==> src/design/cansf_pkg.sv <==
`timescale 1ns / 1ps

package cansf_pkg;

	// bank table size and derived widths
	localparam int NUM_BANKS = 16;
	localparam int BANK_W    = (NUM_BANKS > 1) ? $clog2(NUM_BANKS) : 1;
	localparam int CNT_W     = $clog2(NUM_BANKS + 1);

	// split register
	localparam int                 SPLIT_W     = 5;
	localparam logic [SPLIT_W-1:0] SPLIT_RESET = SPLIT_W'(16);

	// input operation codes
	localparam logic OP_WRITE = 1'b0;
	localparam logic OP_FRAME = 1'b1;

	// frame word bit 0 is dropped before compare
	localparam logic [31:0] FRAME_MASK = 32'hFFFF_FFFE;

	typedef enum logic [1:0] {
		VERDICT_WRITTEN  = 2'd0,
		VERDICT_ACCEPTED = 2'd1,
		VERDICT_REJECTED = 2'd2,
		VERDICT_STOPPED  = 2'd3
	} verdict_t;

	typedef enum logic {
		ST_IDLE = 1'b0,
		ST_SCAN = 1'b1
	} state_t;

	// one bank as stored in the table ram
	typedef struct packed {
		logic        mode;
		logic        scale;
		logic [31:0] id_word;
		logic [31:0] mask_word;
	} bank_entry_t;

	// compare unit result
	typedef struct packed {
		logic accept;
		logic stop;
	} match_res_t;

endpackage

==> src/design/cansf_ram.sv <==
`timescale 1ns / 1ps

module cansf_ram #(
	parameter int WIDTH = 8,
	parameter int DEPTH = 16
) (
	input  logic                                         clk,
	input  logic                                         we,
	input  logic [((DEPTH > 1) ? $clog2(DEPTH) : 1)-1:0] waddr,
	input  logic [WIDTH-1:0]                             wdata,
	input  logic [((DEPTH > 1) ? $clog2(DEPTH) : 1)-1:0] raddr,
	output logic [WIDTH-1:0]                             rdata
);

	logic [WIDTH-1:0] mem_q [DEPTH];

	// one write port, one registered read port
	always_ff @(posedge clk) begin
		if (we) begin
			mem_q[waddr] <= wdata;
		end
		rdata <= mem_q[raddr];
	end

endmodule

==> src/design/cansf_match.sv <==
`timescale 1ns / 1ps

module cansf_match (
	input  cansf_pkg::bank_entry_t bank,
	input  logic [31:0]            frame,
	output cansf_pkg::match_res_t  res
);

	logic list_hit;
	logic mask_hit;

	// list mode: either stored word equals the frame
	assign list_hit = (bank.id_word == frame) || (bank.mask_word == frame);
	// mask mode: masked bits agree
	assign mask_hit = ((bank.id_word ^ frame) & bank.mask_word) == 32'd0;

	// sixteen-bit scale is unsupported and halts the scan
	always_comb begin
		res.stop   = ~bank.scale;
		res.accept = bank.scale & (bank.mode ? list_hit : mask_hit);
	end

endmodule

==> src/design/can_soft_acceptance_filter.sv <==
`timescale 1ns / 1ps

// CAN acceptance filter over a table of 32-bit filter banks.
// Command channel: an item is taken at a clock edge with start high and busy
// low. op selects a bank write (bank_index, bank_enable, filter_mode,
// filter_scale, first_word, second_word) or a frame check (controller,
// frame_word). Every item gives exactly one result: verdict and matched_bank
// are valid for the single cycle in which done is high.
// A bank write completes at the accept edge; done follows in the next cycle
// and busy never rises, so writes can be issued every cycle.
// A frame check walks its controller's bank range one bank per cycle through
// the table's single read port and one shared compare unit. busy stays high
// while the scan runs, and done comes in the cycle busy drops. Scanning
// stops early at the first enabled bank that accepts or has an unsupported
// scale.
// cfg_we / cfg_wdata load second_start_bank; write it only while idle.
// Reset clears every bank enable and sets second_start_bank to 16; bank
// contents are not cleared. The receiver cannot stall: each result beat is
// offered once.
module can_soft_acceptance_filter (
	input  logic        clk,
	input  logic        arst_n,
	input  logic        start,
	output logic        busy,
	input  logic        op,
	input  logic        controller,
	input  logic [3:0]  bank_index,
	input  logic        bank_enable,
	input  logic        filter_mode,
	input  logic        filter_scale,
	input  logic [31:0] first_word,
	input  logic [31:0] second_word,
	input  logic [31:0] frame_word,
	input  logic        cfg_we,
	input  logic [4:0]  cfg_wdata,
	output logic        done,
	output logic [1:0]  verdict,
	output logic [3:0]  matched_bank
);

	cansf_pkg::state_t      state_q, state_d;
	logic [4:0]             split_q;
	logic [cansf_pkg::NUM_BANKS-1:0] bank_en_q;
	logic [cansf_pkg::CNT_W-1:0]     rd_idx_q, hi_q;
	logic [cansf_pkg::CNT_W-1:0]     split_clamp, lo_d, hi_d;
	logic [31:0]            frame_q;
	logic                   rd_valid_s1, en_s1;
	logic [cansf_pkg::BANK_W-1:0]    bank_s1;
	logic                   done_q, done_d;
	cansf_pkg::verdict_t    verdict_q, verdict_d;
	logic [3:0]             matched_q, matched_d;

	logic                   accept, wr_en, rd_go, hit_s1, finish_miss;
	logic [cansf_pkg::BANK_W-1:0]    waddr, raddr;
	cansf_pkg::bank_entry_t wr_entry, rd_entry;
	cansf_pkg::match_res_t  mres;

	assign busy   = (state_q == cansf_pkg::ST_SCAN);
	assign accept = start & ~busy;
	assign wr_en  = accept && (op == cansf_pkg::OP_WRITE)
		&& (32'(bank_index) < 32'(cansf_pkg::NUM_BANKS));
	assign waddr  = cansf_pkg::BANK_W'(bank_index);
	assign raddr  = rd_idx_q[cansf_pkg::BANK_W-1:0];

	always_comb begin
		wr_entry.mode      = filter_mode;
		wr_entry.scale     = filter_scale;
		wr_entry.id_word   = first_word;
		wr_entry.mask_word = second_word;
	end

	// scan range for the incoming frame
	always_comb begin
		if (32'(split_q) > 32'(cansf_pkg::NUM_BANKS)) begin
			split_clamp = cansf_pkg::CNT_W'(cansf_pkg::NUM_BANKS);
		end else begin
			split_clamp = cansf_pkg::CNT_W'(split_q);
		end
		lo_d = controller ? split_clamp : '0;
		hi_d = controller ? cansf_pkg::CNT_W'(cansf_pkg::NUM_BANKS) : split_clamp;
	end

	cansf_ram #(
		.WIDTH ($bits(cansf_pkg::bank_entry_t)),
		.DEPTH (cansf_pkg::NUM_BANKS)
	) u_table (
		.clk   (clk),
		.we    (wr_en),
		.waddr (waddr),
		.wdata (wr_entry),
		.raddr (raddr),
		.rdata (rd_entry)
	);

	cansf_match u_match (
		.bank  (rd_entry),
		.frame (frame_q),
		.res   (mres)
	);

	// scan control
	assign hit_s1      = rd_valid_s1 & en_s1 & (mres.accept | mres.stop);
	assign finish_miss = busy & ~hit_s1 & (rd_idx_q >= hi_q);
	assign rd_go       = busy & ~hit_s1 & (rd_idx_q < hi_q);

	// next state
	always_comb begin
		state_d = state_q;
		unique case (state_q)
			cansf_pkg::ST_IDLE: begin
				if (accept && (op == cansf_pkg::OP_FRAME)) begin
					state_d = cansf_pkg::ST_SCAN;
				end
			end
			cansf_pkg::ST_SCAN: begin
				if (hit_s1 || finish_miss) begin
					state_d = cansf_pkg::ST_IDLE;
				end
			end
			default: state_d = cansf_pkg::ST_IDLE;
		endcase
	end

	// result beat
	always_comb begin
		done_d    = 1'b0;
		verdict_d = cansf_pkg::VERDICT_WRITTEN;
		matched_d = 4'd0;
		unique case (state_q)
			cansf_pkg::ST_IDLE: begin
				if (accept && (op == cansf_pkg::OP_WRITE)) begin
					done_d = 1'b1;
				end
			end
			cansf_pkg::ST_SCAN: begin
				if (hit_s1) begin
					done_d    = 1'b1;
					verdict_d = mres.stop ? cansf_pkg::VERDICT_STOPPED
						: cansf_pkg::VERDICT_ACCEPTED;
					matched_d = 4'(bank_s1);
				end else if (finish_miss) begin
					done_d    = 1'b1;
					verdict_d = cansf_pkg::VERDICT_REJECTED;
				end
			end
			default: done_d = 1'b0;
		endcase
	end

	// control registers
	always_ff @(posedge clk or negedge arst_n) begin
		if (!arst_n) begin
			state_q     <= cansf_pkg::ST_IDLE;
			split_q     <= cansf_pkg::SPLIT_RESET;
			bank_en_q   <= '0;
			rd_valid_s1 <= 1'b0;
			done_q      <= 1'b0;
		end else begin
			state_q     <= state_d;
			rd_valid_s1 <= rd_go;
			done_q      <= done_d;
			if (cfg_we) begin
				split_q <= cfg_wdata;
			end
			if (wr_en) begin
				bank_en_q[waddr] <= bank_enable;
			end
		end
	end

	// datapath registers
	always_ff @(posedge clk) begin
		if (accept && (op == cansf_pkg::OP_FRAME)) begin
			rd_idx_q <= lo_d;
			hi_q     <= hi_d;
			frame_q  <= frame_word & cansf_pkg::FRAME_MASK;
		end else if (rd_go) begin
			rd_idx_q <= rd_idx_q + cansf_pkg::CNT_W'(1);
		end
		en_s1     <= bank_en_q[raddr];
		bank_s1   <= raddr;
		verdict_q <= verdict_d;
		matched_q <= matched_d;
	end

	assign done         = done_q;
	assign verdict      = verdict_q;
	assign matched_bank = matched_q;

endmodule

==> config.mk <==
export PLATFORM = sky130hd
export DESIGN_NAME = can_soft_acceptance_filter
export DESIGN_NICKNAME = d
export VERILOG_FILES = /design/src/design/cansf_pkg.sv /design/src/design/cansf_ram.sv /design/src/design/cansf_match.sv /design/src/design/can_soft_acceptance_filter.sv
export SDC_FILE = /design/constraint.sdc
export NUM_CORES = 1
export LEC_CHECK = 0
export ABC_AREA = 1
export BUFFER_PORTS_ARGS = -buffer_cell sky130_fd_sc_hd__buf_2
export CORE_MARGIN = 2
export CORE_UTILIZATION = 50
export CTS_BUF_LIST = sky130_fd_sc_hd__clkbuf_16
export CTS_CLUSTER_DIAMETER = 50
export DETAILED_ROUTE_END_ITERATION = 10
export GPL_TIMING_DRIVEN = 0
export PLACE_DENSITY = 0.74
export RECOVER_POWER = 50
export SETUP_SLACK_MARGIN = 0.02
export SYNTH_ARGS = -nofsm -noshare
export SYNTH_HDL_FRONTEND = slang
export SYNTH_SLANG_ARGS = --single-unit
export TNS_END_PERCENT = 50
==> constraint.sdc <==
create_clock -name clk -period 4.65 [get_ports clk]
set_clock_uncertainty 0.2 [all_clocks]
set_input_delay 0.2325 -clock clk [delete_from_list [all_inputs] [get_ports clk]]
set_output_delay 0.2325 -clock clk [all_outputs]
set_load 0.05 [all_outputs]
---- Yosys cells after proc, flatten, opt, wreduce, memory -nomap -nowiden ----
Memory sizes are Yosys's and may differ from the RTL's. A register that Yosys moved wholly into a read port is not among the register bits.
Cells that the tools add are included.
W data, S select, Z words.
storage, ports and cells
  word-level logic and storage cells ...... 65
  output and inout bits ................... 8
  flip-flop bits (word level) ............. 76
  RAM bits ................................ 1056
  input bits .............................. 114
  memories kept ........................... 1
memory list
  name           depth  bits a word  read ports  clocked after Yosys merged registers in  wr ports  RTL line         RTL
  u_table.mem_q  16     66           1           1                                        1         cansf_ram.sv:15  logic [WIDTH-1:0] mem_q [DEPTH];
cells by class
  eq/ne operators ......................... 2
  add/sub/neg operators ................... 1
  multiplexer cells ....................... 21
  reductions and logical operators ........ 8
  bitwise logic cells ..................... 14
  $lt $le $gt $ge ......................... 6
operators with widths
  cell                   count
  $eq A32 B32 Y1         2
  $and A32 B32 Y32       1
  $logic_not A32 Y1      1
  $xor A32 B32 Y32       1
  $mux W5                4
  $bwmux W16             1
  $lt A4 B5 Y1 const B   2
  $mux W1                9
  $and A1 B1 Y1          7
  $mux W2                3
  $add A5 B1 Y5 const B  1
  $ge A5 B5 Y1           1
  $gt A5 B5 Y1 const B   1
  $lt A5 B5 Y1           1
  $bmux W1 S4            1
  $demux W1 S4           1
  $ge A4 B1 Y1 const B   1
  $not A1 Y1             4
  $pmux W1 S2            2
  $logic_and A1 B1 Y1    3
  $logic_or A1 B1 Y1     2
  $reduce_and A2 Y1      1
  $reduce_bool A2 Y1     1
  $or A1 B1 Y1           1

---- Longest topological paths before layout ----
Gate-level depths: netlist (run 1).
  word-level depth ........................ 13
  gate-level depth with buffers ........... 15
  mapped depth without buffers ............ 15

---- Cells and area by module ----
Synthesis (run 1) repeated with hierarchy kept, for this count alone.
unflattened totals
  cell total of the unflattened synthesis .. 4968
  area, all modules ....................... 51255.4 µm²
modules (own cells, without submodules)
  module                      cells each  area an instance (µm²)  seq. area each (µm²)  times used
  cansf_ram                   4341        46759.8                 33031.7               1
  can_soft_acceptance_filter  276         3011.6                  2053.2                1
  cansf_match                 351         1483.9                  0.0                   1

---- Worst setup path after synthesis (run 1) ----
Ideal clock, no wire load.
  path kind ............................... reg2reg
  start ................................... register state_q (netlist: busy)
  end ..................................... register bank_en_q[8] (netlist name)
  period minus slack after synthesis ...... 4.802 ns
  stages on the path, launching flop included .. 7
  arrival time ............................ 4.474 ns
  slack ................................... -0.152 ns
  path buffers ............................ 0
  library setup time ...................... 0.128 ns
  required time ........................... 4.322 ns
  cell sequence ........................... dfrtp_1 > inv_1 > nand2_1 > nor2_1 > nand2_1 > nor2_1 > mux2_2
on the way
  word-level cells in the longest chain between the ends .. 3
RTL lines
  item                           RTL line                           RTL
  start, declared                can_soft_acceptance_filter.sv:41   cansf_pkg::state_t state_q, state_d;
  start signal, assigned         can_soft_acceptance_filter.sv:153  state_q <= cansf_pkg::ST_IDLE;
  start signal, assigned         can_soft_acceptance_filter.sv:159  state_q <= state_d;
  $not A1 Y1                     -
  $and A1 B1 Y1                  can_soft_acceptance_filter.sv:59   assign accept = start & ~busy;
  $logic_and A1 B1 Y1            can_soft_acceptance_filter.sv:60   assign wr_en = accept && (op == cansf_pkg::OP_WRITE)
  end signal, assigned by index  can_soft_acceptance_filter.sv:166  bank_en_q[waddr] <= bank_enable;
  end, declared                  can_soft_acceptance_filter.sv:43   logic [cansf_pkg::NUM_BANKS-1:0] bank_en_q;
Every way passes these cells.
A chain may end at the register's enable or synchronous reset.

---- Worst setup path in the final report (run 1) ----
  start ................................... register state_q (netlist: busy)
  end ..................................... register frame_q[4], enable pin
on the way
  word-level cells in the longest chain between the ends .. 3
RTL lines
  item                  RTL line                           RTL
  $not A1 Y1            -
  $and A1 B1 Y1         can_soft_acceptance_filter.sv:59
  $logic_and A1 B1 Y1   can_soft_acceptance_filter.sv:173  if (accept && (op == cansf_pkg::OP_FRAME)) begin
  end signal, assigned  can_soft_acceptance_filter.sv:176  frame_q <= frame_word & cansf_pkg::FRAME_MASK;
  end, declared         can_soft_acceptance_filter.sv:46   logic [31:0] frame_q;
Every way passes these cells.

==> results of run 1 <==
[synthesized netlist by cell type, drive strengths merged, types with 5 or more instances]
cell / instances
edfxtp: 1097
nor2: 600
o21ai: 548
nand2: 386
o22ai: 161
nand3: 146
inv: 129
clkbuf: 122
o221ai: 106
buf: 93
dfxtp: 77
o211ai: 28
dfrtp: 23
a21oi: 20
xnor2: 8
ha: 6
mux2: 5
[layer usage]
layer | GRT usage (%) | up-vias | part of all wire (%) | wire [um]
li1 | - | 13863 | - | -
met5 | 0 | - | 0.010 | 14
met3 | 5.61 | 374 | 12 | 16200
met2 | 44.0 | 2269 | 46 | 62000
met4 | 13.6 | 2 | 4.8 | 6470
met1 | 38.3 | 15357 | 37 | 50200
[through the flow]
| stage | hold WS, ns | setup slack [ns] | instance area [um2] | setup TNS (ns) | power, mW |
|---|---|---|---|---|---|
| 2_1_floorplan | -0.263 | -0.0767 | 46300 | -56.56 | 18.4 |
| 3_3_place_gp | 0.0581 | -2.78 | 48400 | -2437.85 | 22.3 |
| 3_5_place_dp | 0.0700 | 1.20 | 49200 | 0 | 22.6 |
| 4_1_cts | 0.000536 | 1.18 | 54100 | 0 | 31.8 |
| 5_1_grt | 0.0259 | 0.877 | 54000 | 0 | 33.2 |
| 6_report | 0.0316 | 1.09 | 54000 | 0 | 32.1 |
[power by group through the flow]
stage,sequential [mW],combinational [mW],clock (mW)
floorplan,12.9,5.53,0
global placement,13.1,9.21,0
CTS,12.9,9.67,9.30
finish,12.9,9.94,9.28
detailed placement,13.1,9.49,0
global route,12.9,10.6,9.75
[worst paths after layout]
kind / start / to / slack [ns] / cells past startpoint
worst min register to register: bank_s1[1] / matched_bank[1] / 0.22 / 2
worst min-delay path: frame_word[3] / frame_q[3] / 0.03 / 2
worst max register to register: busy / frame_q[4] / 1.09 / 4
worst max-delay path: busy / frame_q[4] / 1.09 / 4
max in group asynchronous: arst_n / bank_en_q[4] / 2.41 / 4
min in group asynchronous: arst_n / split_q[4] / 0.41 / 3
[cell type report]
class | count | area [um2] | area share [%]
antenna | 1 | 2.50 | 0.00463
buffer | 215 | 995 | 1.84
clock buffer | 123 | 3080 | 5.70
clock inverter | 103 | 726 | 1.34
inverter | 129 | 487 | 0.901
multi-input combinational | 2025 | 9830 | 18.2
sequential | 1198 | 35100 | 65.0
tap | 1186 | 1480 | 2.75
timing repair buffer | 269 | 2320 | 4.29
[sequential cells by signal (all words and copies together) (netlist names)]
register,flops
busy,1
u_table.rdata,66
rd_idx_q,5
rd_valid_s1,1
en_s1,1
bank_s1,4
done,1
frame_q,31
verdict,2
hi_q,5
bank_en_q,16
split_q,5
u_table.mem_q,1056
matched_bank,4
[logic make-up after synthesis]
logic type | count (synthesis) | synth area share [%]
AOI/OAI and AO/OA | 866 | 10.8
xor gates and xnor gates | 9 | 0.170
adders and majority gates | 6 | 0.162
buffers and inverters | 344 | 3.20
DFF | 1198 | 75.8
muxes | 5 | 0.122
and+or+nand+nor | 1139 | 9.70
==> flow_summary.yaml, run 1 <==
clock_tree:
  clkSlewWorstSetupHoldPaths_ns: 0.06
  clock-root-buffer: "clkbuf_16"
  postCtsSetupBuffers: 0
  cts_resized: 0
  clk_latency_ns: 0.72
  cts_htree_levels: 3
  clk_path_buf_depth: 3
  cts_hold_buf: 116
  cts_tree: "done"
  cts_buffers: 120
  clock-sinks: 1198
detailed_routing:
  first_iter_violations: 4643
  drc: 0
  antenna_left: 0
  wl_per_cell_um: 25.7
  wl_um: 135000
  dr_total_vias: 31865
  first_pass_iters: 6
  via_per_inst: 6.07
setup_path:
  critPathMaxStageDelay_ns: 1.63
  crit_path_end_kind: "register"
  crit_chain: "inv_1 -> nand3_1 -> inv_1 -> clkbuf_1"
  crit_top_cell: "inv_1"
  crit_arrival_ns: 3.65
  crit_family: "buffers and inverters"
  worstPathRequired_ns: 4.74
  worstSetupStartpointType: "register"
  setup.worst_path.class: "reg2reg"
  cpMaxStageDelayCell: "clkbuf_1"
  path_buf_inv: 3
  path_max_fanout: 30
floorplan:
  die_y_um: 308
  die-area_um2: 95000
  rows: 111
  io-pin-count: 122
  initial_core_util_pct: 50.5
  core_area_um2: 91700
  die_x_um: 308
placement:
  dpl.cell_count: 4906
  dpl.hpwl_um: 91100
  gp_congestion: 0.953
  portBuffers: 119
outcome:
  violations: "capacitance limit, slew limit"
  outcome: "finished, violations left"
cells_and_area:
  final_cells: 5249
  final_common_cell: "edfxtp_1"
  post-route-util_pct: 58.9
  num-fill-cells: 7020
  drive_above_1_share_pct: 8.99
  synthToLayoutAreaGrowth_pct: 16.7
  final_cell_mix: "1097 x edfxtp_1, 581 x nor2_1, 525 x o21ai_0, 385 x nand2_1, 198 x clkbuf_1"
  final_nets: 4078
min_path:
  hp-class: "in2reg"
pwr:
  clockPowerShare_pct: 28.9
  p_leak_nw: 18.4
  intPower_mw: 20.2
  power_switching_share_pct: 37.2
  vdd_drop_max_v: 0.000380
  switchingPower_mw: 12.0
  p_comb_share_pct: 30.9
  power_frac_seq_pct: 40.2
  cellPowerDensity_nw_per_um2: 595
synthesis:
  yosysSeqAreaShare_pct: 75.8
  synthTopCellsByArea: "edfxtp_1 71%, o21ai_0 5.7%, nor2_1 4.8%, dfxtp_1 3.3%, nand2_1 3.1%"
  syn_nets: 3687
  synth_edf_count: 1097
  synth_ff_type: "edfxtp_1"
  yosys_warnings: 0
  yosys_register_bits: 1198
  synthesis.instances: 3567
  async_flop_share_pct: 2.00
  avgSynthCellArea_um2: 13.0
  synth_top_area_share_pct: 71.2
  netlist_area_um2: 46300
  synth_top_area_cell: "edfxtp_1"
  ys_types: 36
sta:
  hold_viol_final: 0
  rsz0062_at_grt: "false"
  drv_slew: 54
  setup_violations: 0
  slew_headroom_pct: -52.1
  worst_pin_slew_ns: 2.28
  max_freq_mhz: 281
  fin_crit_sh_pct: 76.6
  fin_crit_ns: 3.56
global_routing:
  antenna_found_initial: 4
  first_global_vias: 30561
  grt_start_max_net_pins: 31
  grtUsageTotal_pct: 28.2
  grt_pass1_wl_um: 196000
  gr-total-overflow: 0
job:
  max_cap_viol_count: 2
Power figures use the tool's default switching activity.
==> run 2, diff against run 1 <==
- PLACE_DENSITY: 0.74 -> 0.71
- clock period: 4.65 -> 3.58 ns (I/O delays scaled with it)
==> run 2 against run 1 <==
The flow still finishes with violations (capacitance limit, slew limit). Maximum frequency is 0.40% lower. Sequential power grew 29%. Hold slack improved by 0.0017 ns. Sequential cell count is the same. Combinational power rose by 32%.
==> flow_summary.yaml, run 2 (synthesized netlist as in run 1, its figures left out) <==
outcome:
  outcome: "finished, violations left"
  violations: "capacitance limit, slew limit"
placement:
  dpl.cell_count: 4909
  portBuffers: 119
  dpl.hpwl_um: 93200
  gp_congestion: 0.948
sta:
  fin_crit_sh_pct: 99.9
  setup_violations: 0
  finalSetupTns_ns: 0
  fin_crit_ns: 3.58
  max_freq_mhz: 280
  drv_slew: 24
  hold_viol_final: 0
  rsz0062_at_grt: "false"
  worst_pin_slew_ns: 1.57
  slew_headroom_pct: -4.47
  whs_ns: 0.0333
setup_path:
  ff2ff_path_depth: 7
  setup.worst_path.class: "reg2reg"
  r2r_end: "u_table.rdata[60]"
  worstPathRequired_ns: 3.98
  crit_path_end_kind: "register"
  worstSetupStartpointType: "register"
  crit_arrival_ns: 3.97
  crit_start: "rd_idx_q[2]"
  rrSetupSlack_ns: 0.004
  path_max_fanout: 10
  reg2reg_from: "rd_idx_q[2]"
job:
  max_cap_viol_count: 1
floorplan:
  die_x_um: 308
  die_y_um: 308
  rows: 111
  io-pin-count: 122
  die-area_um2: 95000
  core_area_um2: 91700
  initial_core_util_pct: 50.5
min_path:
  hold_path_end: "frame_q[28]"
  hp-class: "in2reg"
  min_from: "frame_word[28]"
  hold_path_depth: 2
cells_and_area:
  final_cells: 5281
  final_nets: 4106
  largest_reg_flops: 1056
  drive_above_1_share_pct: 8.97
  num-fill-cells: 6978
  final_cell_mix: "1097 x edfxtp_1, 581 x nor2_1, 525 x o21ai_0, 385 x nand2_1, 195 x clkbuf_1"
  final_common_cell: "edfxtp_1"
  reg_top3: "u_table.mem_q (1056), u_table.rdata (66), frame_q (31)"
  regMostFlops: "u_table.mem_q"
  synthToLayoutAreaGrowth_pct: 17.5
clock_tree:
  cts_buffers: 120
  cts_htree_levels: 3
  clk_latency_ns: 0.71
  clock-root-buffer: "clkbuf_16"
  postCtsSetupBuffers: 0
  cts_tree: "done"
  clkSlewWorstSetupHoldPaths_ns: 0.06
  clk_path_buf_depth: 3
  clock-sinks: 1198
pwr:
  p_leak_nw: 18.6
  intPower_mw: 26.3
  power_frac_seq_pct: 40.0
  switchingPower_mw: 15.6
  power_switching_share_pct: 37.3
  clockPowerShare_pct: 28.7
  vdd_drop_max_v: 0.000490
  cellPowerDensity_nw_per_um2: 770
  p_comb_share_pct: 31.3
global_routing:
  antenna_found_initial: 6
  grt_start_max_net_pins: 34
  grt_pass1_wl_um: 197000
  gr-total-overflow: 0
  first_global_vias: 30721
  grtUsageTotal_pct: 28.4
detailed_routing:
  first_iter_violations: 4734
  routed.top_layer: "met5"
  dr_total_vias: 31716
  wl_met1_um: 51100
  drc: 0
  first_pass_iters: 6
  met3WireLength_um: 15400
  route.met2.wl_um: 64000
  via_per_inst: 6.01
  antenna_left: 0
  wl_per_cell_um: 25.8
  wl_um: 137000
run 2: cell count changes in the layout (fill, tap and decap cells not counted), moves of 3 or more:
cell           before  now
dlygate4sd3_1     115  140
clkinv_8            2    5
diode_2             1    4
clkbuf_1          198  195
clkinv_4            6    2
inv_1             152  155
inv_6               6    3
buf_16              1    5
run 2: cell type report:
class	instances	area, um2	share of cell area (%)
clock inverters	106	774	1.42
well taps	1186	1480	2.73
plain buffers	215	995	1.83
diodes	4	10.0	0.0184
repair buffers	297	2660	4.90
clock buffers	121	3030	5.57
flip-flops and latches	1198	35100	64.5
inverters	129	487	0.895
multi-input cells	2025	9830	18.1
run 2: worst max-delay path by stage:
stage                                 to  slack [ns]  depth (start not counted)
detailed placement     u_table.rdata[60]        0.27                          7
finish                 u_table.rdata[60]       0.004                          7
global route           u_table.rdata[62]        0.11                          7
floorplan           u_table.mem_q[12][0]       -0.08                          5
CTS                    u_table.rdata[60]        0.27                          7
global placement            bank_en_q[3]       -1.75                          6
run 2: through the flow:
step	instance area, um2	power [mW]	setup slack (ns)	util [%]
4_1_cts	54500	41.5	0.269	59.4
6_report	54400	41.9	0.00373	59.3
3_3_place_gp	48400	29.2	-1.75	52.8
2_1_floorplan	46300	23.9	-0.0828	-
5_1_grt	54400	43.3	0.106	59.3
3_5_place_dp	49300	29.5	0.271	53.7
run 2: repair_timing:
item	4_1_cts	5_1_grt
resized for setup	0	0
hold buffers	141	0
endpoints found under the hold margin	1149	0
run 2: power groups by stage:
stage | clock network, mW | registers [mW] | logic [mW]
after floorplan | 0 | 16.7 | 7.18
after global placement | 0 | 17.0 | 12.2
after detailed placement | 0 | 17.0 | 12.5
after CTS | 12.1 | 16.7 | 12.8
after global routing | 12.6 | 16.7 | 13.9
final | 12.0 | 16.7 | 13.1
run 2: worst max-delay path, cell delays in order (launching register included):
cell and delay [ns]:
edfxtp_1 0.38, buf_2 0.29, nand2_1 0.08, inv_1 0.61
clkbuf_1 1.03, buf_2 0.49, nand2_1 0.12, nand3_1 0.27
run 2: layer usage:
layer / vias to the layer above / GRT usage, %
met4: 2 / 12.7
met3: 317 / 5.54
li1: 13917 / -
met1: 15476 / 37.4
met5: - / 0
met2: 2004 / 46.0
